==> src/hw/rtl/stt_prefix.sv <==
// inclusive prefix or over the per-cell match flags, log-depth
// depends on nothing outside this file

module stt_prefix #(
	parameter int N = 16
) (
	input  logic [N-1:0] flags,
	output logic [N-1:0] prefix
);
	localparam int L = (N > 1) ? $clog2(N) : 1;

	logic [L:0][N-1:0] lvl;

	assign lvl[0] = flags;

	for (genvar l = 0; l < L; l++) begin : g_lvl
		for (genvar i = 0; i < N; i++) begin : g_bit
			if (i >= (1 << l)) begin : g_or
				assign lvl[l+1][i] = lvl[l][i] | lvl[l][i - (1 << l)];
			end else begin : g_pass
				assign lvl[l+1][i] = lvl[l][i];
			end
		end
	end

	assign prefix = lvl[L];

endmodule

==> config.mk <==
export PLATFORM = sky130hd
export DESIGN_NAME = stt_prefix
export DESIGN_NICKNAME = d
export VERILOG_FILES = /design/src/hw/rtl/stt_prefix.sv
export SDC_FILE = /design/constraint.sdc
export NUM_CORES = 1
export LEC_CHECK = 0
export BUFFER_PORTS_ARGS = -buffer_cell sky130_fd_sc_hd__buf_2
export CAP_MARGIN = 20
export CORE_AREA = 4 4 41 43
export DETAILED_ROUTE_END_ITERATION = 6
export DIE_AREA = 0 0 45 47
export GPL_TIMING_DRIVEN = 0
export PLACE_DENSITY = 0.53
export SLEW_MARGIN = 20
export SYNTH_ARGS = -nofsm -noshare
export SYNTH_HDL_FRONTEND = slang
export SYNTH_SLANG_ARGS = --single-unit
==> constraint.sdc <==
create_clock -name vclk -period 1
set_input_delay 0.1 -clock vclk [all_inputs]
set_output_delay 0.1 -clock vclk [all_outputs]
set_load 0.01 [all_outputs]
# Yosys cells after proc, flatten, opt, wreduce, memory -nomap -nowiden
# Index checks and enable logic that the tools add are counted.
[word_totals] reg_bits=0 out_inout_bits=16
[classes] bitwise_logic=49
[op_table] op="1-bit OR" count=49

# Depth between registers and ports, before layout
# Gate-level depths: netlist of run 1.
[depth] word_depth=4 mapped_depth=4 mapped_depth_nobuf=4

# Worst setup path after synthesis of run 1
# Ideal clock, no wire load.
[synth_path] kind="input port to output port" startpoint="input port flags[0]" endpoint="output port prefix[15]" arrival_time_ns=0.998 slack_ns=-0.098 path_stages=3 n_path_buf=0 cell_sequence="nor4_4 > nand4_2 > or3_1"
[synth_via] elab_chain_len=4
[synth_rtl] element="start, declared" line="7" rtl="input logic [N-1:0] flags,"
[synth_rtl] element="1-bit OR (4 in series)" line="19" rtl="assign lvl[l+1][i] = lvl[l][i] | lvl[l][i - (1 << l)];"
[synth_rtl] element="end, declared" line="8" rtl="output logic [N-1:0] prefix"
# No other way between the ends.

# Worst setup path after layout of run 1
[layout_path] startpoint="input port flags[1]" endpoint="output port prefix[15]"
# The elaborated chain is that of the path after synthesis.

==> flow_summary.rst, run 1 <==
.. list-table::
   :header-rows: 1

   * - Metric
     - Value
   * - Status
     - finished with violations
   * - Failing checks
     - setup timing
   * - Growth of design area from synthesis to finish
     - 162.3%
   * - Remaining antenna violation count after routing
     - 0
   * - Max FO, Critical Path
     - 3
   * - Fmax
     - 761.3 MHz
   * - Setup Viol. Count Final
     - 13
   * - Synthesized instance count
     - 23
   * - Synthesized cell area
     - 172.7 um2
   * - Critical Path End Type
     - primary output
   * - DRC violations left
     - 0
   * - Max-cap violations
     - 0
   * - First-pass iteration count of the detailed router
     - 1
   * - Slowest cell on crit path
     - or3_1
   * - Initial Util
     - around an eighth
   * - Pin count of the biggest net entering global routing
     - 6
   * - Total half-perimeter wirelength after legalization and detailed placement
     - between 600 and 700 um
   * - Core outline area
     - 1301 um2
   * - Count of sequential standard cells
     - 0
   * - Static leakage
     - approximately 0.19 nW
   * - DIE AREA
     - between 2000 and 2500 um2
   * - Unrepaired setup endpoints after global routing
     - true
   * - Number of buffers inserted for hold repair after clock tree synthesis
     - 0
   * - Min cycle time layout
     - ~1.3 ns
   * - Total Power
     - 0.0001065 W
   * - Post-place setup slack
     - -0.3975 ns
   * - IO buf count
     - 32
   * - Final-stage net count
     - 78
   * - Final-layout fill cell count
     - 154
   * - Synth Net Count
     - 39
   * - Register Area
     - 0 um2
   * - Worst EP required
     - 0.90 ns
   * - Global placer's final weighted congestion
     - 0.6318
   * - Mean cell area of the mapped netlist
     - 7.507 um2
   * - Via count normalized by instance count
     - 4.040
   * - Via count of the first global-routing pass
     - 272
   * - Layout cell share with drive strength beyond 1
     - between 80% and 90%
   * - Sort of element at the start of the critical path
     - input port
   * - Sum of overflow across all layers after global routing
     - 0
   * - Die height
     - 47 um
   * - Power Density
     - 235.1 nW/um2
   * - Placed cell count
     - 70
   * - Sequential fraction of the synthesis area
     - 0%
   * - Transition time of the tightest slew-check pin
     - 0.3269 ns
   * - Largest stage delay on the critical path
     - 0.35 ns
   * - Final Max Tran Viols
     - 0
   * - Largest voltage drop on the vdd net
     - 0.08508 mV
   * - Wirelength, routed
     - 695 um
   * - Worst hold path type
     - input port to primary output
   * - Top Ports
     - 32
   * - Total global-route track usage
     - under 10%
   * - Initial antenna violation count
     - 0
   * - Crit share post-route
     - 131.4%
   * - Number of rows created at floorplan
     - 13
   * - Final Non-Filler Cells
     - 75
   * - Family of cells with the greatest summed delay on the critical path
     - simple AND/OR/NAND/NOR gates
   * - Iteration-0 DRC Markers
     - 0
   * - Via count of the routed design
     - 303
   * - Setup Crit Path Kind
     - input port to primary output
   * - Wirelength per Cell
     - 9.267 um
   * - # diodes
     - 0
   * - Arrival time at the worst endpoint
     - about 1.2 ns
   * - Distinct cell type count of the synthesized netlist
     - 16
   * - Count of buffer and inverter cells on the critical path
     - 3
   * - Footprint of the multi-input gates
     - 192.7 um2
   * - Slack of the critical path
     - -0.3136 ns
   * - Tightest slew margin relative to the limit
     - 78.04%
   * - Clock Buffer Count
     - 0
   * - Critical path, cell by cell
     - buf_8 -> nor4_4 -> buf_4 -> nand4_4 -> or3_1 -> buf_2
   * - Yosys synthesis warning count
     - 0
   * - Total count of hold-check failures in the final report
     - 0
   * - Core utilization of the finished layout
     - 34.81%
   * - First-pass GRT wire length
     - 1.062 mm
   * - Horizontal die dimension
     - 45 um
==> final cells by class <==
cell class	count	share of cell area, %
tap	15	4.144
multi-input combinational	20	42.54
inverter	2	1.657
buffer	1	1.657
timing repair buffer	37	50.00
==> metrics by stage <==
| stage | setup TNS [ns] | hold WS, ns | instance area, um2 |
|---|---|---|---|
| 6_report | -2.295 | 0.4655 | 452.9 |
| 4_1_cts | -2.900 | 0.4739 | 419.2 |
| 2_1_floorplan | -0.6082 | 0.2918 | 172.7 |
| 3_5_place_dp | -3.157 | 0.4741 | 351.6 |
| 3_3_place_gp | -3.044 | 0.4674 | 351.6 |
| 5_1_grt | -3.177 | 0.4876 | 452.9 |
==> placed cells by master (no fill, tap or decap) <==
cell type,netlist,layout
buf_2,0,28
buf_4,1,6
buf_6,0,3
buf_8,0,1
inv_1,2,1
inv_2,0,1
nand2_1,2,2
nand2b_1,1,1
nand3_1,1,1
nand3b_1,1,1
nand4_1,1,1
nand4_4,0,1
nor2_1,3,3
nor4_4,2,4
or2_2,3,2
or2_4,0,1
or2b_1,1,1
or3_1,1,1
or3_2,1,1
==> worst paths after layout <==
kind                       from         end  slack [ns]  cells past startpoint
worst min-delay path  flags[15]  prefix[15]        0.47                      3
worst max-delay path   flags[1]  prefix[15]       -0.31                      6
==> kinds of logic (layout without fill, tap and decap cells) <==
group / count (synthesis) / after routing / synth area share (%)
buffers and inverters: 3 / 40 / 8.699
AND/OR/NAND/NOR: 20 / 20 / 91.32
==> synth_stat cells, drive strengths merged <==
master / instances / share of area (%)
nor4: 4 / 36
nor2: 3 / 6.5
or2: 3 / 11
inv: 2 / 4.3
nand2: 2 / 4.3
nand4: 2 / 11
or3: 2 / 8.0
buf: 1 / 4.3
nand2b: 1 / 3.6
nand3: 1 / 2.9
nand3b: 1 / 4.3
or2b: 1 / 4.3
==> per-layer routing <==
layer	track usage, %	vias up	routed length [um]
met4	0	0	0
li1	-	157	-
met5	0	-	0
met3	0	0	116
met1	8.090	126	237
met2	12.15	20	341
==> power by group <==
group | switching (W) | leakage [nW] | internal, W | total [W]
combinational | 0.0000522 | 0.185 | 0.0000543 | 0.000106
clock | 0 | 0 | 0 | 0
sequential | 0 | 0 | 0 | 0
==> timing repair <==
| item | CTS | global route |
|---|---|---|
| endpoints found under the hold margin | 0 | 0 |
| pin swaps | 4 | 6 |
| setup endpoints to repair | 12 | 12 |
| cloned | 0 | 0 |
| resized for setup | 9 | 3 |
| setup buffers | 3 | 2 |
No activity file was read; power rests on OpenSTA's default activity.
==> run 2, diff against run 1 <==
BUFFER_PORTS_ARGS = default   (was -buffer_cell sky130_fd_sc_hd__buf_2)
DONT_BUFFER_PORTS = 1   (was default)
PLACE_DENSITY = 0.31   (was 0.53)
REMOVE_ABC_BUFFERS = 1   (was default)
==> flow_summary.rst, run 2 (same netlist as run 1, synthesis figures left out) <==
.. list-table::
   :header-rows: 1

   * - Metric
     - Value
   * - Tightest slew margin relative to the limit
     - 75.68%
   * - Initial Util
     - 13.27%
   * - Clock Buffer Count
     - 0
   * - Static leakage
     - 0.04860 nW
   * - Count of sequential standard cells
     - 0
   * - Total half-perimeter wirelength after legalization and detailed placement
     - 544.1 um
   * - Number of rows created at floorplan
     - 13
   * - Max-cap violations
     - 0
   * - Sum of overflow across all layers after global routing
     - 0
   * - DIE AREA
     - ~2100 um2
   * - Failing checks
     - setup timing
   * - DRC violations left
     - 0
   * - Growth of design area from synthesis to finish
     - 31.88%
   * - Pin count of the biggest net entering global routing
     - 6
   * - Post-place setup slack
     - -0.2435 ns
   * - Fmax
     - 856.5 MHz
   * - Power Density
     - roughly 130 nW/um2
   * - Min-delay src
     - flags[0]
   * - Arrival time at the worst endpoint
     - around 1.1 ns
   * - Transition time of the tightest slew-check pin
     - 0.3621 ns
   * - Via count normalized by instance count
     - 4.816
   * - Iteration-0 DRC Markers
     - 3
   * - Worst hold path type
     - input port to primary output
   * - Hold Path Depth
     - 0
   * - Total global-route track usage
     - 5.193%
   * - Critical Path End Type
     - primary output
   * - Layout cell share with drive strength beyond 1
     - 60.87%
   * - Register Area
     - 0 um2
   * - Via count of the routed design
     - 183
   * - Unrepaired setup endpoints after global routing
     - true
   * - Most frequent cells in the layout
     - 3 x nor4_4, 3 x nor2_1, 2 x inv_2, 2 x or2_4
   * - Largest voltage drop on the vdd net
     - 0.02808 mV
   * - Horizontal die dimension
     - between 40 and 50 um
   * - Post-layout instance area
     - 227.7 um2
   * - First-pass GRT wire length
     - 855 um
   * - Total count of hold-check failures in the final report
     - 0
   * - Via count of the first global-routing pass
     - 205
   * - Status
     - finished with violations
   * - Sort of element at the start of the critical path
     - input port
   * - Final-stage net count
     - 41
   * - Setup Crit Path Kind
     - input port to primary output
   * - Initial antenna violation count
     - 0
   * - Worst EP required
     - 0.90 ns
   * - Setup Viol. Count Final
     - 6
   * - First-pass iteration count of the detailed router
     - 3
   * - Crit share post-route
     - 116.8%
   * - Die height
     - approximately 47 um
   * - Post-Route Setup TNS
     - -0.6145 ns
   * - Slack of the critical path
     - -0.1676 ns
   * - Placed instance area
     - ~180 um2
   * - Top Ports
     - 32
   * - Min cycle time layout
     - 1.168 ns
   * - Core outline area
     - 1301 um2
   * - Worst hold endpoint
     - prefix[0]
   * - Global placer's final weighted congestion
     - around 0.65
   * - Remaining antenna violation count after routing
     - 0
   * - # diodes
     - 0
   * - Final Max Tran Viols
     - 0
   * - Wirelength, routed
     - between 500 and 600 um
   * - Wirelength per Cell
     - 15.21 um
   * - IO buf count
     - 0
   * - Max FO, Critical Path
     - 4
run 2: area by class of cell:
cell class                      instances  area [um2]
Timing Repair Buffer                    1       7.507
Multi-Input combinational cell         20       193.9
Inverter                                2       7.507
Fill cell                             161        1074
Tap cell                               15       18.77
run 2: layer usage:
metal,vias to the layer above,global-route usage (%),routed length [um]
li1,82,-,-
met2,19,9.605,288
met5,-,0,0
met4,0,0,0
met3,0,1.149,97
met1,82,6.517,193
run 2: how the worst max path moves through the flow:
| stage | end | slack (ns) | cells past startpoint | startpoint |
|---|---|---|---|---|
| 6_report | prefix[15] | -0.17 | 4 | flags[0] |
| 5_1_grt | prefix[15] | -0.25 | 4 | flags[0] |
| 4_1_cts | prefix[10] | -0.22 | 4 | flags[2] |
| 2_1_floorplan | prefix[15] | -0.1 | 3 | flags[0] |
| 3_5_place_dp | prefix[10] | -0.24 | 4 | flags[0] |
| 3_3_place_gp | prefix[10] | -0.25 | 4 | flags[0] |
run 2: stage by stage:
| stage | std cells | hold slack, ns | util [%] | power (W) |
|---|---|---|---|---|
| floorplan | 22 | 0.2000 | - | 0.00002210 |
| global placement | 37 | 0.2003 | 14.13 | 0.00002507 |
| detailed placement | 37 | 0.2003 | 14.13 | 0.00002483 |
| CTS | 38 | 0.2003 | 17.50 | 0.00003076 |
| global route | 38 | 0.2002 | 17.50 | 0.00003351 |
| finish | 38 | 0.2002 | 17.50 | 0.00003034 |
run 2: timing repair:
item                       in CTS  in global routing
setup buffers                   1                  0
cloned                          0                  0
setup endpoints to repair       8                  9
pin swaps                       4                  3
hold buffers                    0                  0
gates resized for setup         8                  1
run 2: worst max-delay path: stages:
cell	delay, ns
nor4_4	0.28
buf_4	0.18
nand4_4	0.12
or3_4	0.38
run 2: report_power, final:
part | internal (W) | switching (W) | total (W)
sequential | 0 | 0 | 0
clock | 0 | 0 | 0
combinational | 0.0000140 | 0.0000163 | 0.0000303
total | 0.0000140 | 0.0000163 | 0.0000303
==> run 3, diff against run 2 <==
RECOVER_POWER = 100   (was default)
TNS_END_PERCENT = 30   (was default)
==> flow_summary.rst, run 3 (same netlist as run 1, synthesis figures left out) <==
.. list-table::
   :header-rows: 1

   * - Metric
     - Value
   * - Register Area
     - 0 um2
   * - Initial antenna violation count
     - 0
   * - First-pass iteration count of the detailed router
     - 3
   * - Tightest slew margin relative to the limit
     - about 80%
   * - Most frequent cells in the layout
     - 3 x nor4_4, 3 x nor2_1, 2 x or2_2, 2 x nand2_1, 2 x buf_4
   * - Via count of the first global-routing pass
     - 187
   * - Sum of overflow across all layers after global routing
     - 0
   * - Min cycle time layout
     - 1.137 ns
   * - Die height
     - 47 um
   * - Top Ports
     - 32
   * - Core outline area
     - 1301 um2
   * - Max FO, Critical Path
     - 4
   * - Highest metal layer with signal wires
     - met3
   * - Pin count of the biggest net entering global routing
     - 6
   * - Status
     - finished with violations
   * - Slack of the critical path
     - -0.1368 ns
   * - Number of buffers inserted for hold repair after clock tree synthesis
     - 0
   * - # diodes
     - 0
   * - Worst hold path type
     - input port to primary output
   * - Worst Hold Slack
     - 0.2002 ns
   * - Wirelength, routed
     - roughly 580 um
   * - Arrival time at the worst endpoint
     - roughly 1.0 ns
   * - Count of sequential standard cells
     - 0
   * - Sort of element at the start of the critical path
     - input port
   * - Crit share post-route
     - 113.7%
   * - Setup Viol. Count Final
     - 8
   * - DRC violations left
     - 0
   * - Wirelength per Cell
     - 14.82 um
   * - Final Max Tran Viols
     - 0
   * - Via count normalized by instance count
     - 4.846
   * - Total half-perimeter wirelength after legalization and detailed placement
     - 544.1 um
   * - M1 WL
     - 194 um
   * - Met2 routed wirelength
     - 286 um
   * - Total Power
     - 0.00003184 W
   * - Unrepaired setup endpoints after global routing
     - true
   * - Total count of hold-check failures in the final report
     - 0
   * - IO buf count
     - 0
   * - Growth of design area from synthesis to finish
     - 34.78%
   * - Iteration-0 DRC Markers
     - 3
   * - Static leakage
     - 0.05257 nW
   * - Start point of the critical path
     - flags[0]
   * - Transition time of the tightest slew-check pin
     - 0.3275 ns
   * - Via count of the routed design
     - 189
   * - Fmax
     - 879.6 MHz
   * - Global placer's final weighted congestion
     - 0.6457
   * - Worst EP required
     - roughly 0.9 ns
   * - Number of rows created at floorplan
     - 13
   * - Clock Buffer Count
     - 0
   * - Remaining antenna violation count after routing
     - 0
   * - Total global-route track usage
     - 4.721%
   * - Largest voltage drop on the vdd net
     - between 0.03 and 0.04 mV
   * - Critical Path End Type
     - primary output
   * - Initial Util
     - roughly an eighth
   * - Power Density
     - ~140 nW/um2
   * - Amount of wire on met3 after detailed routing
     - 97 um
   * - Layout cell share with drive strength beyond 1
     - 54.17%
   * - DIE AREA
     - 2115 um2
   * - Horizontal die dimension
     - between 40 and 50 um
   * - Failing checks
     - setup timing
   * - Final-stage net count
     - 42
   * - Setup Crit Path Kind
     - input port to primary output
   * - Termination of the worst setup path
     - prefix[15]
   * - Max-cap violations
     - 0
   * - First-pass GRT wire length
     - 772 um
## run 3: repair_timing
action                                  4_1_cts  5_1_grt
endpoints found under the setup margin        8        9
buffers inserted                              1        1
pin swaps                                     4        2
gates resized for setup                       3        4
## run 3: critical path, cell delays in order
cell and delay (ns):
nor4_4 0.26, buf_4 0.18, nand4_4 0.12, or3_4 0.38
## run 3: routing by layer
metal,up-vias,global-route usage [%]
li1,85,-
met1,85,5.618
met2,19,9.040
met3,0,1.149
met4,0,0
met5,-,0
## run 3: worst min path at each step
stage / from / to / slack, ns / cells after the start
after global routing: flags[0] / prefix[0] / 0.20 / 0
after floorplan: flags[0] / prefix[0] / 0.20 / 0
after detailed placement: flags[0] / prefix[0] / 0.20 / 0
after global placement: flags[0] / prefix[0] / 0.20 / 0
after CTS: flags[0] / prefix[0] / 0.20 / 0
final: flags[0] / prefix[0] / 0.20 / 0
## run 3: power breakdown
part	total (W)	leakage (nW)	switching, W	internal (W)
Combinational	0.0000318	0.0526	0.0000164	0.0000154
Sequential	0	0	0	0
Clock	0	0	0	0
Total	0.0000318	0.0526	0.0000164	0.0000154
## run 3: metrics by stage
step	instances	setup TNS [ns]	utilization (%)	setup slack [ns]	area, um2
2_1_floorplan	22	-0.6082	-	-0.09755	165.2
3_3_place_gp	37	-1.679	14.13	-0.2477	183.9
3_5_place_dp	37	-1.627	14.13	-0.2435	183.9
4_1_cts	38	-1.421	15.29	-0.2279	198.9
5_1_grt	39	-1.252	17.88	-0.2082	232.7
6_report	39	-0.7027	17.88	-0.1368	232.7
## run 3: final cells by class
type,count,area (um2)
Fill cell,156,1069
Inverter,2,10.01
Multi-Input combinational cell,20,188.9
Tap cell,15,18.77
Timing Repair Buffer,2,15.01
