## src/hw/rtl/stt_pkg.sv

```systemverilog
// shared types and codes for the sorted timeout table
// no dependencies; imported by the cell and top-level modules

package stt_pkg;

	localparam logic FUNC_INSERT = 1'b0;
	localparam logic FUNC_POP    = 1'b1;

	localparam logic [1:0] STATUS_OK    = 2'd0;
	localparam logic [1:0] STATUS_FULL  = 2'd1;
	localparam logic [1:0] STATUS_EMPTY = 2'd2;

	typedef enum logic [1:0] {
		S_IDLE,
		S_CMP,
		S_APPLY
	} stt_state_t;

	typedef enum logic [1:0] {
		OP_HOLD,
		OP_INSERT,
		OP_POP
	} stt_op_t;

	typedef struct packed {
		logic        func;
		logic [31:0] ip_address;
		logic [31:0] timeout;
	} stt_req_t;

	typedef struct packed {
		logic [31:0] head_address;
		logic [31:0] head_timeout;
		logic [31:0] popped_address;
		logic [4:0]  entry_count;
		logic        was_refresh;
		logic [1:0]  status;
	} stt_rsp_t;

	// broadcast control to every cell
	typedef struct packed {
		logic        cmp_en;
		stt_op_t     op;
		logic [31:0] key_addr;
		logic [31:0] key_tmo;
	} stt_ctl_t;

	// what a cell shows its lower neighbor: its own content and compare flag
	typedef struct packed {
		logic        valid;
		logic [31:0] addr;
		logic [31:0] tmo;
		logic        ge;
	} stt_up_t;

	// what a cell shows its upper neighbor: content after removal, insert-point flag
	typedef struct packed {
		logic        h;
		logic        valid;
		logic [31:0] addr;
		logic [31:0] tmo;
	} stt_dn_t;

	typedef struct packed {
		logic        valid;
		logic [31:0] addr;
		logic [31:0] tmo;
	} stt_entry_t;

endpackage

```

## src/hw/rtl/stt_cell.sv

```systemverilog
// one slot of the sorted table: holds an entry, compares it against the key
// and takes its next content from itself, a neighbor or the key; uses stt_pkg

module stt_cell (
	input  logic             clk,
	input  logic             arst_n,
	input  stt_pkg::stt_ctl_t ctl,
	input  logic             rm,
	input  stt_pkg::stt_up_t  above,
	input  stt_pkg::stt_dn_t  below,
	output stt_pkg::stt_up_t  up,
	output stt_pkg::stt_dn_t  dn,
	output stt_pkg::stt_entry_t nxt,
	output logic             match
);
	import stt_pkg::*;

	logic        valid_q;
	logic [31:0] addr_q;
	logic [31:0] tmo_q;
	logic        ge_q;
	logic        match_q;

	stt_entry_t lst;
	logic       lge;
	logic       h;

	// content of this position once the refreshed entry is taken out
	always_comb begin
		if (rm) begin
			lst = '{valid: above.valid, addr: above.addr, tmo: above.tmo};
			lge = above.ge;
		end else begin
			lst = '{valid: valid_q, addr: addr_q, tmo: tmo_q};
			lge = ge_q;
		end
		h = lge || !lst.valid;
	end

	assign dn    = '{h: h, valid: lst.valid, addr: lst.addr, tmo: lst.tmo};
	assign up    = '{valid: valid_q, addr: addr_q, tmo: tmo_q, ge: ge_q};
	assign match = match_q;

	always_comb begin
		case (ctl.op)
			OP_INSERT: begin
				if (!h) begin
					nxt = lst;
				end else if (!below.h) begin
					// first position at or past the insert point
					nxt = '{valid: 1'b1, addr: ctl.key_addr, tmo: ctl.key_tmo};
				end else begin
					nxt = '{valid: below.valid, addr: below.addr, tmo: below.tmo};
				end
			end
			OP_POP: nxt = '{valid: above.valid, addr: above.addr, tmo: above.tmo};
			default: nxt = '{valid: valid_q, addr: addr_q, tmo: tmo_q};
		endcase
	end

	always_ff @(posedge clk or negedge arst_n) begin
		if (!arst_n) begin
			valid_q <= 1'b0;
			ge_q    <= 1'b0;
			match_q <= 1'b0;
		end else begin
			valid_q <= nxt.valid;
			if (ctl.cmp_en) begin
				match_q <= valid_q && (addr_q == ctl.key_addr);
				ge_q    <= valid_q && (ctl.key_tmo <= tmo_q);
			end
		end
	end

	always_ff @(posedge clk) begin
		addr_q <= nxt.addr;
		tmo_q  <= nxt.tmo;
	end

endmodule
```

## config.mk

```make
export PLATFORM = sky130hd
export DESIGN_NAME = stt_cell
export DESIGN_NICKNAME = d
export VERILOG_FILES = /design/src/hw/rtl/stt_pkg.sv /design/src/hw/rtl/stt_cell.sv
export SDC_FILE = /design/constraint.sdc
export NUM_CORES = 1
export LEC_CHECK = 0
export BUFFER_PORTS_ARGS = -buffer_cell sky130_fd_sc_hd__buf_2
export CAP_MARGIN = 20
export CELL_PAD_IN_SITES_DETAIL_PLACEMENT = 1
export CELL_PAD_IN_SITES_GLOBAL_PLACEMENT = 1
export CORE_AREA = 4 4 151 153
export CTS_CLUSTER_DIAMETER = 120
export DETAILED_ROUTE_END_ITERATION = 8
export DIE_AREA = 0 0 155 157
export GPL_ROUTABILITY_DRIVEN = 0
export PLACE_DENSITY_LB_ADDON = 0.1
export SLEW_MARGIN = 20
export SYNTH_ARGS = -nofsm -noshare
export SYNTH_HDL_FRONTEND = slang
export SYNTH_SLANG_ARGS = --single-unit
```

## constraint.sdc

```tcl
create_clock -name clk -period 4.15 [get_ports clk]
set_input_delay 0.6225 -clock clk [delete_from_list [all_inputs] [get_ports clk]]
set_output_delay 0.6225 -clock clk [all_outputs]
set_load 0.01 [all_outputs]
```

== Word-level counts from Yosys, hierarchy flattened ==
Cells that the tools add are included.
Widths: inputs -> output; s select.
Word-level totals
  register bits after elaboration: 67
  bits of input ports: 202
  output and inout bits: 198
  word-level logic and storage cells: 18
Cells by class
  magnitude comparators: 1
  eq/ne operators: 3
  muxes and demuxes: 5
  reduce and logical (&&, ||, !) cells: 4
Operator list (count)
  $mux 65: 3
  $pmux 65 s2: 1
  $eq 32x32->1: 1
  $le 32x32->1: 1
  $eq 2x1->1 const B: 1
  $eq 2x2->1 const B: 1
  $logic_and 1x1->1: 2
  $logic_not 1->1: 1
  $logic_or 1x1->1: 1
  $mux 1: 1

== Logic depth before layout (Yosys ltp) ==
Gate-level depths: netlist of the first run.
  word-level depth: 5
  mapped depth: 8
  depth with buffers taken out: 7

== Worst setup path before layout of the first run ==
No wires, ideal clock.
  path type: input port to output port
  from: input rm
  to: output nxt[35] (netlist bit)
  arrival: 2.003 ns
  required time: 3.527 ns
  setup slack: 1.525 ns
  stages: 7
  buffers on the path: 3
  cells stage by stage: buf_4 buf_2 buf_2 o21ai_0 mux2i_1 o211a_1 a21oi_1
RTL lines
  start, declared: RTL line stt_cell.sv:8  | input logic rm,
  end, declared: RTL line stt_cell.sv:13  | output stt_pkg::stt_entry_t nxt,

==> results of run 1 <==
==> cells in the mapped netlist (2+ instances only) <==
master / n / area [um2]
a2bb2oi_1: 64 / 561
or4_1: 3 / 22.5
mux2_2: 95 / 1070
buf_2: 11 / 55.1
nand2_1: 104 / 390
o21ai_0: 65 / 325
ha_1: 34 / 425
nor2_1: 2 / 7.51
buf_4: 7 / 52.6
dfrtp_1: 3 / 75.1
inv_1: 39 / 146
buf_6: 5 / 56.3
nor4_1: 6 / 37.5
nand3_1: 6 / 30.0
dfxtp_1: 64 / 1280
mux2i_1: 64 / 641
clkbuf_1: 31 / 116
xor2_1: 17 / 149
nand4_1: 11 / 68.8
o21ai_1: 34 / 170
a21oi_1: 15 / 75.1
xnor2_1: 15 / 131
a21o_1: 4 / 30.0
==> power groups by stage <==
stage          clock network (mW)  registers (mW)  logic, mW
3_5_place_dp                    0           0.854       1.37
6_report                    0.769           0.840       1.36
3_3_place_gp                    0           0.855       1.37
4_1_cts                     0.805           0.841       1.38
2_1_floorplan                   0           0.875      0.759
5_1_grt                     0.825           0.857       1.49
==> registers in the layout (all words and copies together) (netlist names) <==
name / flops
match: 1
tmo_q: 32
addr_q: 32
ge_q: 1
valid_q: 1
==> kinds of logic after synthesis <==
kind of cell               synth area share
AOI/OAI and AO/OA                     0.207
xor gates and xnor gates             0.0465
adders and majority gates            0.0705
buffers and inverters                0.0720
DFF                                   0.225
muxes                                 0.283
and+or+nand+nor                      0.0954
==> how the worst min path moves through the flow <==
stage / start / end / cells after the start
after floorplan: arst_n / ge_q / 0
after global placement: arst_n / ge_q / 1
after detailed placement: arst_n / ge_q / 1
after CTS: arst_n / ge_q / 1
after global routing: arst_n / valid_q / 1
final: arst_n / valid_q / 1
==> final cells by class <==
class,instances,area share
clock inverter,2,0.00117
multi-input combinational,552,0.500
antenna,4,0.00117
timing repair buffer,409,0.249
tap,280,0.0410
clock buffer,13,0.0316
inverter,40,0.0176
sequential,67,0.159
==> metal layers <==
| metal | global-route usage | share of wire | vias up |
|---|---|---|---|
| met4 | 0.0631 | 0.022 | 8 |
| met5 | 0 | 0.0012 | - |
| met1 | 0.251 | 0.40 | 3203 |
| li1 | - | - | 3326 |
| met2 | 0.410 | 0.50 | 248 |
| met3 | 0.0715 | 0.080 | 38 |
==> layout by cell type, fill, tap and decap left out, drive strengths merged, types with 15 or more instances in the layout <==
cell type,Yosys,final
buf,24,409
nand2,104,104
o21ai,99,99
mux2,95,95
mux2i,64,64
a2bb2oi,64,64
dfxtp,64,64
inv,40,40
ha,34,34
xor2,17,17
a21oi,15,15
xnor2,15,15
==> worst max-delay path, stage by stage <==
cell	delay, ns
buf_4	0.39
nor2_1	0.16
a32oi_4	0.23
buf_4	0.46
mux2i_1	0.25
a2bb2oi_1	0.19
o21ai_1	0.10
buf_2	0.16
==> through the flow <==
stage	setup WS [ns]	std cells	hold slack (ns)	utilization
after CTS	0.930	1363	0.0595	0.396
after global placement	0.987	1348	0.431	0.383
after global routing	0.774	1365	0.0665	0.396
after detailed placement	0.933	1348	0.432	0.383
final	0.941	1367	0.0771	0.396
after floorplan	1.52	714	0.327	-
==> results.json, run 1 <==
{
  "antenna_found_initial": 6,
  "netlist_area_um2": 6030,
  "timing.final.crit_share": 0.773,
  "synth.distinct_cells": 38,
  "cp_max_fo": 34,
  "vias_per_cell": 4.99,
  "grt_pass1_vias": 7164,
  "ys_seq_elements": 67,
  "gr-total-overflow": 0,
  "clock_latency_ns": 0.35,
  "portBuffers": 399,
  "multiInputGateArea_um2": 4270,
  "synth-edff-count": 0,
  "drc": 0,
  "cts_setup_buffers": 0,
  "timing_worst_setup_path_type": "in2out",
  "yosys_warnings": 0,
  "switchingPower_mw": 1.16,
  "dr.pass1.iters": 4,
  "synth-async-reset-ratio": 0.0448,
  "die_w_um": 155,
  "final_area_um2": 8540,
  "io_pins": 400,
  "cts-buffers-inserted": 9,
  "startpoint_type": "input pin",
  "drt_iter0_drc": 204,
  "cts_buffer_depth": 2,
  "setup_viol": 0,
  "cts.clk_slew.worst_paths_ns": 0.06,
  "cts_resized": 0,
  "netlist_instances": 714,
  "yosysSeqAreaShare": 0.225,
  "setup_tns_ns": 0,
  "cp.required_ns": 3.53,
  "status": "finished clean",
  "r2r_start": "tmo_q[30]",
  "drive_gt1_frac": 0.481,
  "pwr-share-comb": 0.458,
  "grt_first_pass_wirelength_mm": 42.5,
  "start_util": 0.280,
  "holdBufCountCts": 0,
  "fmax_mhz": 312,
  "crit_path_end_kind": "primary output",
  "skew_ns": 0.0100,
  "finalHoldViolCount": 0,
  "wl_per_cell_um": 21.1,
  "total_power_mw": 2.97,
  "ys.flop_type": "dfxtp_1",
  "p_int_mw": 1.80,
  "h-tree-depth": 3,
  "areaGrowthSynthToFinish_pct": 41.6,
  "endpoint": "nxt[6]",
  "grt_max_degree": 68,
  "cap_violations": 0,
  "nets": 1315,
  "r2r-end": "ge_q",
  "place_area_um2": 8250,
  "pwr-share-clk": 0.259,
  "grt_use_total": 0.225,
  "final_max_slew_viol_count": 0,
  "rrSetupSlack_ns": 2.07,
  "nFillCells": 2695,
  "drtAntennaViolNets": 0,
  "seq_power_share": 0.283,
  "arrival_ns": 2.59,
  "syn_nets": 950,
  "leakagePower_nw": 4.45,
  "totalWireLength_mm": 28.8,
  "avgSynthCellArea_um2": 8.45,
  "startpoint": "rm",
  "die_area_um2": 24300,
  "irDropWorstVdd_uv": 179,
  "rows": 54,
  "worst_slew_pin_slew_ns": 0.879,
  "vias": 6823,
  "final-seq-area_um2": 1360,
  "hpwl_mm": 22.6,
  "core_area_um2": 21600,
  "min_path_type": "in2async",
  "min_period_ns": 3.21,
  "maxSlewHeadroom": 0.414,
  "reg2reg_depth": 7,
  "cts_tree": "yes",
  "clkSinkCount": 67,
  "switching_share": 0.393,
  "power_density_nw_per_um2": 347,
  "clockRootBuffer": "clkbuf_16",
  "rsz0062_at_grt": "false",
  "die-height_um": 157
}
Power figures use the tool's default switching activity.
==> run 2, diff against run 1 <==
Settings changed: CORE_AREA 4 4 151 153 to unset, CORE_ASPECT_RATIO set to 1.5, CORE_MARGIN set to 4, CORE_UTILIZATION set to 27, DIE_AREA 0 0 155 157 to unset.
Clock period 4.15 ns to 2.7 ns, I/O delays scaled along.
==> run 2 against run 1 <==
  * Sequential power increased by 54%
  * Clock power grew 65%
  * Global-route usage grew 0.26 points
  * Cell count rose by 0.37%
==> results.json, run 2 (synthesis gave the netlist of run 1 again) <==
{
  "status": "finished clean",
  "cts_buffer_depth": 2,
  "leakagePower_nw": 4.57,
  "timing.final.crit_share": 0.946,
  "finalHoldViolCount": 0,
  "startpoint_type": "flip-flop",
  "die_w_um": 130,
  "cp.required_ns": 2.30,
  "final_area_um2": 8790,
  "power_density_nw_per_um2": 539,
  "setup_viol": 0,
  "clockRootBuffer": "clkbuf_16",
  "core_area_um2": 21900,
  "top_regs": "addr_q (32), tmo_q (32)",
  "areaGrowthSynthToFinish_pct": 45.6,
  "clkSinkCount": 67,
  "cap_violations": 0,
  "cts_tree": "yes",
  "drive_gt1_frac": 0.484,
  "die-height_um": 191,
  "reg2reg_depth": 7,
  "vias_per_cell": 5.04,
  "cts.clk_slew.worst_paths_ns": 0.06,
  "final_max_slew_viol_count": 0,
  "multiInputGateArea_um2": 4270,
  "drtAntennaViolNets": 0,
  "grt_use_total": 0.227,
  "vias": 6909,
  "dr.pass1.iters": 4,
  "antenna_found_initial": 5,
  "nets": 1327,
  "clock_latency_ns": 0.35,
  "portBuffers": 399,
  "min_path_type": "in2reg",
  "cp_max_fo": 19,
  "skew_ns": 0.0101,
  "grt_first_pass_wirelength_mm": 43.1,
  "crit_path_end_kind": "primary output",
  "start_util": 0.276,
  "totalWireLength_mm": 29.3,
  "mostFrequentLayoutCell": "buf_2",
  "fmax_mhz": 392,
  "min_period_ns": 2.55,
  "rows": 66,
  "worst_slew_pin_slew_ns": 0.512,
  "drc": 0,
  "io_pins": 400,
  "setup_tns_ns": 0,
  "hold_depth": 3,
  "dp_cells": 1349,
  "most-common-layout-cells": "397 x buf_2, 104 x nand2_1, 95 x mux2_2",
  "hpwl_mm": 23.7,
  "nFillCells": 2754,
  "drt_iter0_drc": 168,
  "grt_pass1_vias": 7469,
  "irDropWorstVdd_uv": 276,
  "timing_worst_setup_path_type": "reg2out",
  "maxSlewHeadroom": 0.655,
  "grt_max_degree": 43,
  "die_area_um2": 24900,
  "final-seq-area_um2": 1360,
  "arrival_ns": 2.15,
  "wl_per_cell_um": 21.4,
  "h-tree-depth": 3,
  "cts-buffers-inserted": 9,
  "final_cells": 1372,
  "place_area_um2": 8410,
  "gr-total-overflow": 0,
  "whs_ns": 0.373
}
run 2: cell types whose count changed in the layout (fill, tap and decap cells not counted), sizes merged:
cell         previous run  this run
buf                   409       419
bufinv                  0         1
clkbuf                 13        15
clkinv                  2         1
dlygate4sd3             0         1
run 2: what timing repair did:
item	CTS	global route
endpoints found under the hold margin	3	0
setup buffers	0	1
setup endpoints to repair	0	11
resized for setup	0	3
hold buffers	1	0
run 2: metal layers:
metal  GRT usage  share of wire  vias up
li1            -              -     3352
met3      0.0607          0.071       37
met2       0.435           0.55      254
met1       0.230           0.35     3264
met5           0        0.00027        -
met4      0.0804          0.023        2
run 2: layout make-up:
cell class / instances / share of cell area
Clock buffer: 14 / 0.0300
Multi-Input combinational cell: 552 / 0.486
Antenna cell: 4 / 0.00114
Clock inverter: 2 / 0.00399
Tap cell: 272 / 0.0387
Sequential cell: 67 / 0.154
Timing Repair Buffer: 421 / 0.269
Inverter: 40 / 0.0171
run 2: metrics by stage:
step / power (mW) / utilization / setup slack [ns]
global placement: 3.46 / 0.384 / 0.353
finish: 4.73 / 0.402 / 0.146
CTS: 4.78 / 0.398 / 0.0564
global route: 5.04 / 0.402 / -0.00558
floorplan: 2.51 / - / 0.510
detailed placement: 3.48 / 0.384 / 0.294
run 2: power breakdown:
group | switching (mW) | internal, mW | total [mW]
registers | 0.154 | 1.14 | 1.29
logic | 1.17 | 1.00 | 2.17
clock network | 0.507 | 0.767 | 1.27
run 2: final timing paths:
kind / from / end / slack [ns]
setup / recovery: ge_q / nxt[50] / 0.15
hold / removal: above[27] / tmo_q[26] / 0.37
setup reg to reg: tmo_q[29] / ge_q / 0.57
hold reg to reg: tmo_q[2] / tmo_q[2] / 0.49
max in group asynchronous: arst_n / ge_q / 2.19
min in group asynchronous: arst_n / valid_q / 0.40
run 2: critical path, stage by stage, from the launching register on:
cell and delay (ns):
dfrtp_1 0.41, nor2_1 0.09, a32oi_4 0.21, buf_12 0.16, buf_16 0.20, mux2i_1 0.21
a2bb2oi_1 0.19, o21ai_0 0.12, buf_2 0.16
==> run 3, diff against run 2 <==
Settings changed: GPL_TIMING_DRIVEN set to 0.
==> run 3 against run 2 <==
  * Sequential cell count stayed put
  * Worst setup slack got worse by 0.0016 ns
  * Power is 2.6% higher
  * Largest power group unchanged
  * Cell count is 2.5% higher
  * Routed wire length up 7.4%
==> results.json, run 3 (synthesis gave the netlist of run 1 again) <==
{
  "status": "finished clean",
  "startpoint": "ge_q",
  "cp.required_ns": 2.30,
  "final_area_um2": 8770,
  "whs_ns": 0.363,
  "dr.pass1.iters": 4,
  "startpoint_type": "flip-flop",
  "cp_max_fo": 6,
  "setup_viol": 0,
  "portBuffers": 397,
  "cts_tree": "yes",
  "hp-start": "above[21]",
  "die-height_um": 191,
  "multiInputGateArea_um2": 4250,
  "grt_max_degree": 14,
  "cap_violations": 0,
  "die_area_um2": 24900,
  "grt_use_total": 0.247,
  "rrSetupSlack_ns": 0.57,
  "r2r_start": "tmo_q[30]",
  "rsz0062_at_grt": "false",
  "arrival_ns": 2.15,
  "top_regs": "addr_q (32), tmo_q (32)",
  "grt_first_pass_wirelength_mm": 46.4,
  "final-seq-area_um2": 1360,
  "vias_per_cell": 5.04,
  "start_util": 0.276,
  "io_pins": 400,
  "finalHoldViolCount": 0,
  "h-tree-depth": 3,
  "die_w_um": 130,
  "endpoint": "nxt[61]",
  "areaGrowthSynthToFinish_pct": 45.4,
  "most-common-layout-cells": "408 x buf_2, 104 x nand2_1, 95 x mux2_2",
  "worst_slew_pin_slew_ns": 0.664,
  "reg2reg_depth": 7,
  "clockRootBuffer": "clkbuf_16",
  "crit_path_end_kind": "primary output",
  "hpwl_mm": 26.0,
  "place_area_um2": 8360,
  "total_power_mw": 4.86,
  "maxSlewHeadroom": 0.557,
  "mostFrequentLayoutCell": "buf_2",
  "timing_worst_setup_path_type": "reg2out",
  "min_path_type": "in2reg",
  "drc": 0,
  "leakagePower_nw": 4.58,
  "nFillCells": 2776,
  "core_area_um2": 21900,
  "rows": 66,
  "nets": 1360,
  "vias": 7093,
  "cts_buffer_depth": 2,
  "timing.final.crit_share": 0.947,
  "fmax_mhz": 391,
  "drive_gt1_frac": 0.482,
  "gr-total-overflow": 0,
  "cts-buffers-inserted": 9,
  "clkSinkCount": 67,
  "wl_per_cell_um": 22.4,
  "irDropWorstVdd_uv": 286,
  "drt_iter0_drc": 123,
  "r2r-end": "ge_q",
  "skew_ns": 0.00535,
  "drtAntennaViolNets": 0,
  "min_period_ns": 2.56,
  "totalWireLength_mm": 31.5,
  "antenna_found_initial": 8,
  "grt_pass1_vias": 7798,
  "power_density_nw_per_um2": 554,
  "final_max_slew_viol_count": 0,
  "clock_latency_ns": 0.35,
  "cts.clk_slew.worst_paths_ns": 0.06
}
-- run 3: metrics by stage --
step	util	setup slack (ns)	TNS, ns	instances
2_1_floorplan	-	0.510	0	714
3_3_place_gp	0.382	-0.287	-5.58	1383
3_5_place_dp	0.382	-0.339	-7.63	1383
4_1_cts	0.398	0.00759	0	1399
5_1_grt	0.401	0.00727	0	1406
6_report	0.401	0.144	0	1406
-- run 3: report_power, final --
group	internal, mW	total (mW)	switching [mW]
sequential	1.14	1.29	0.147
clock	0.859	1.38	0.524
combinational	0.982	2.19	1.21
-- run 3: final cells by class --
type | instances | area share
diodes | 5 | 0.00143
plain buffers | 52 | 0.0332
clock buffers | 12 | 0.0292
clock inverters | 4 | 0.00827
inverters | 40 | 0.0171
multi-input cells | 552 | 0.485
flip-flops and latches | 67 | 0.155
well taps | 272 | 0.0388
repair buffers | 402 | 0.233
-- run 3: how the worst min path moves through the flow --
| stage | to | depth (start not counted) |
|---|---|---|
| finish | tmo_q[20] | 3 |
| global route | tmo_q[29] | 3 |
| CTS | tmo_q[20] | 3 |
| detailed placement | ge_q | 1 |
| global placement | ge_q | 1 |
| floorplan | ge_q | 0 |
-- run 3: critical path: stages, from the launching register on --
cell and delay (ns):
dfrtp_1 0.39, nor2_1 0.07, a32oi_2 0.22, buf_6 0.19, buf_12 0.13, mux2i_1 0.08, a2bb2oi_1 0.13, o21ai_0 0.36
buf_2 0.22
-- run 3: metal layers --
| metal | vias to the layer above | GRT usage | wire [um] |
|---|---|---|---|
| met1 | 3356 | 0.249 | 11200 |
| met3 | 49 | 0.0542 | 2020 |
| met4 | 6 | 0.0876 | 800 |
| li1 | 3420 | - | - |
| met5 | - | 0 | 40 |
| met2 | 262 | 0.481 | 17400 |
-- run 3: repair_timing --
item | CTS | global route
setup endpoints to repair | 65 | 29
pin swaps | 1 | 1
setup buffers | 1 | 3
endpoints found under the hold margin | 3 | 0
hold buffers | 1 | 0
gates resized for setup | 7 | 6
gates cloned | 0 | 0
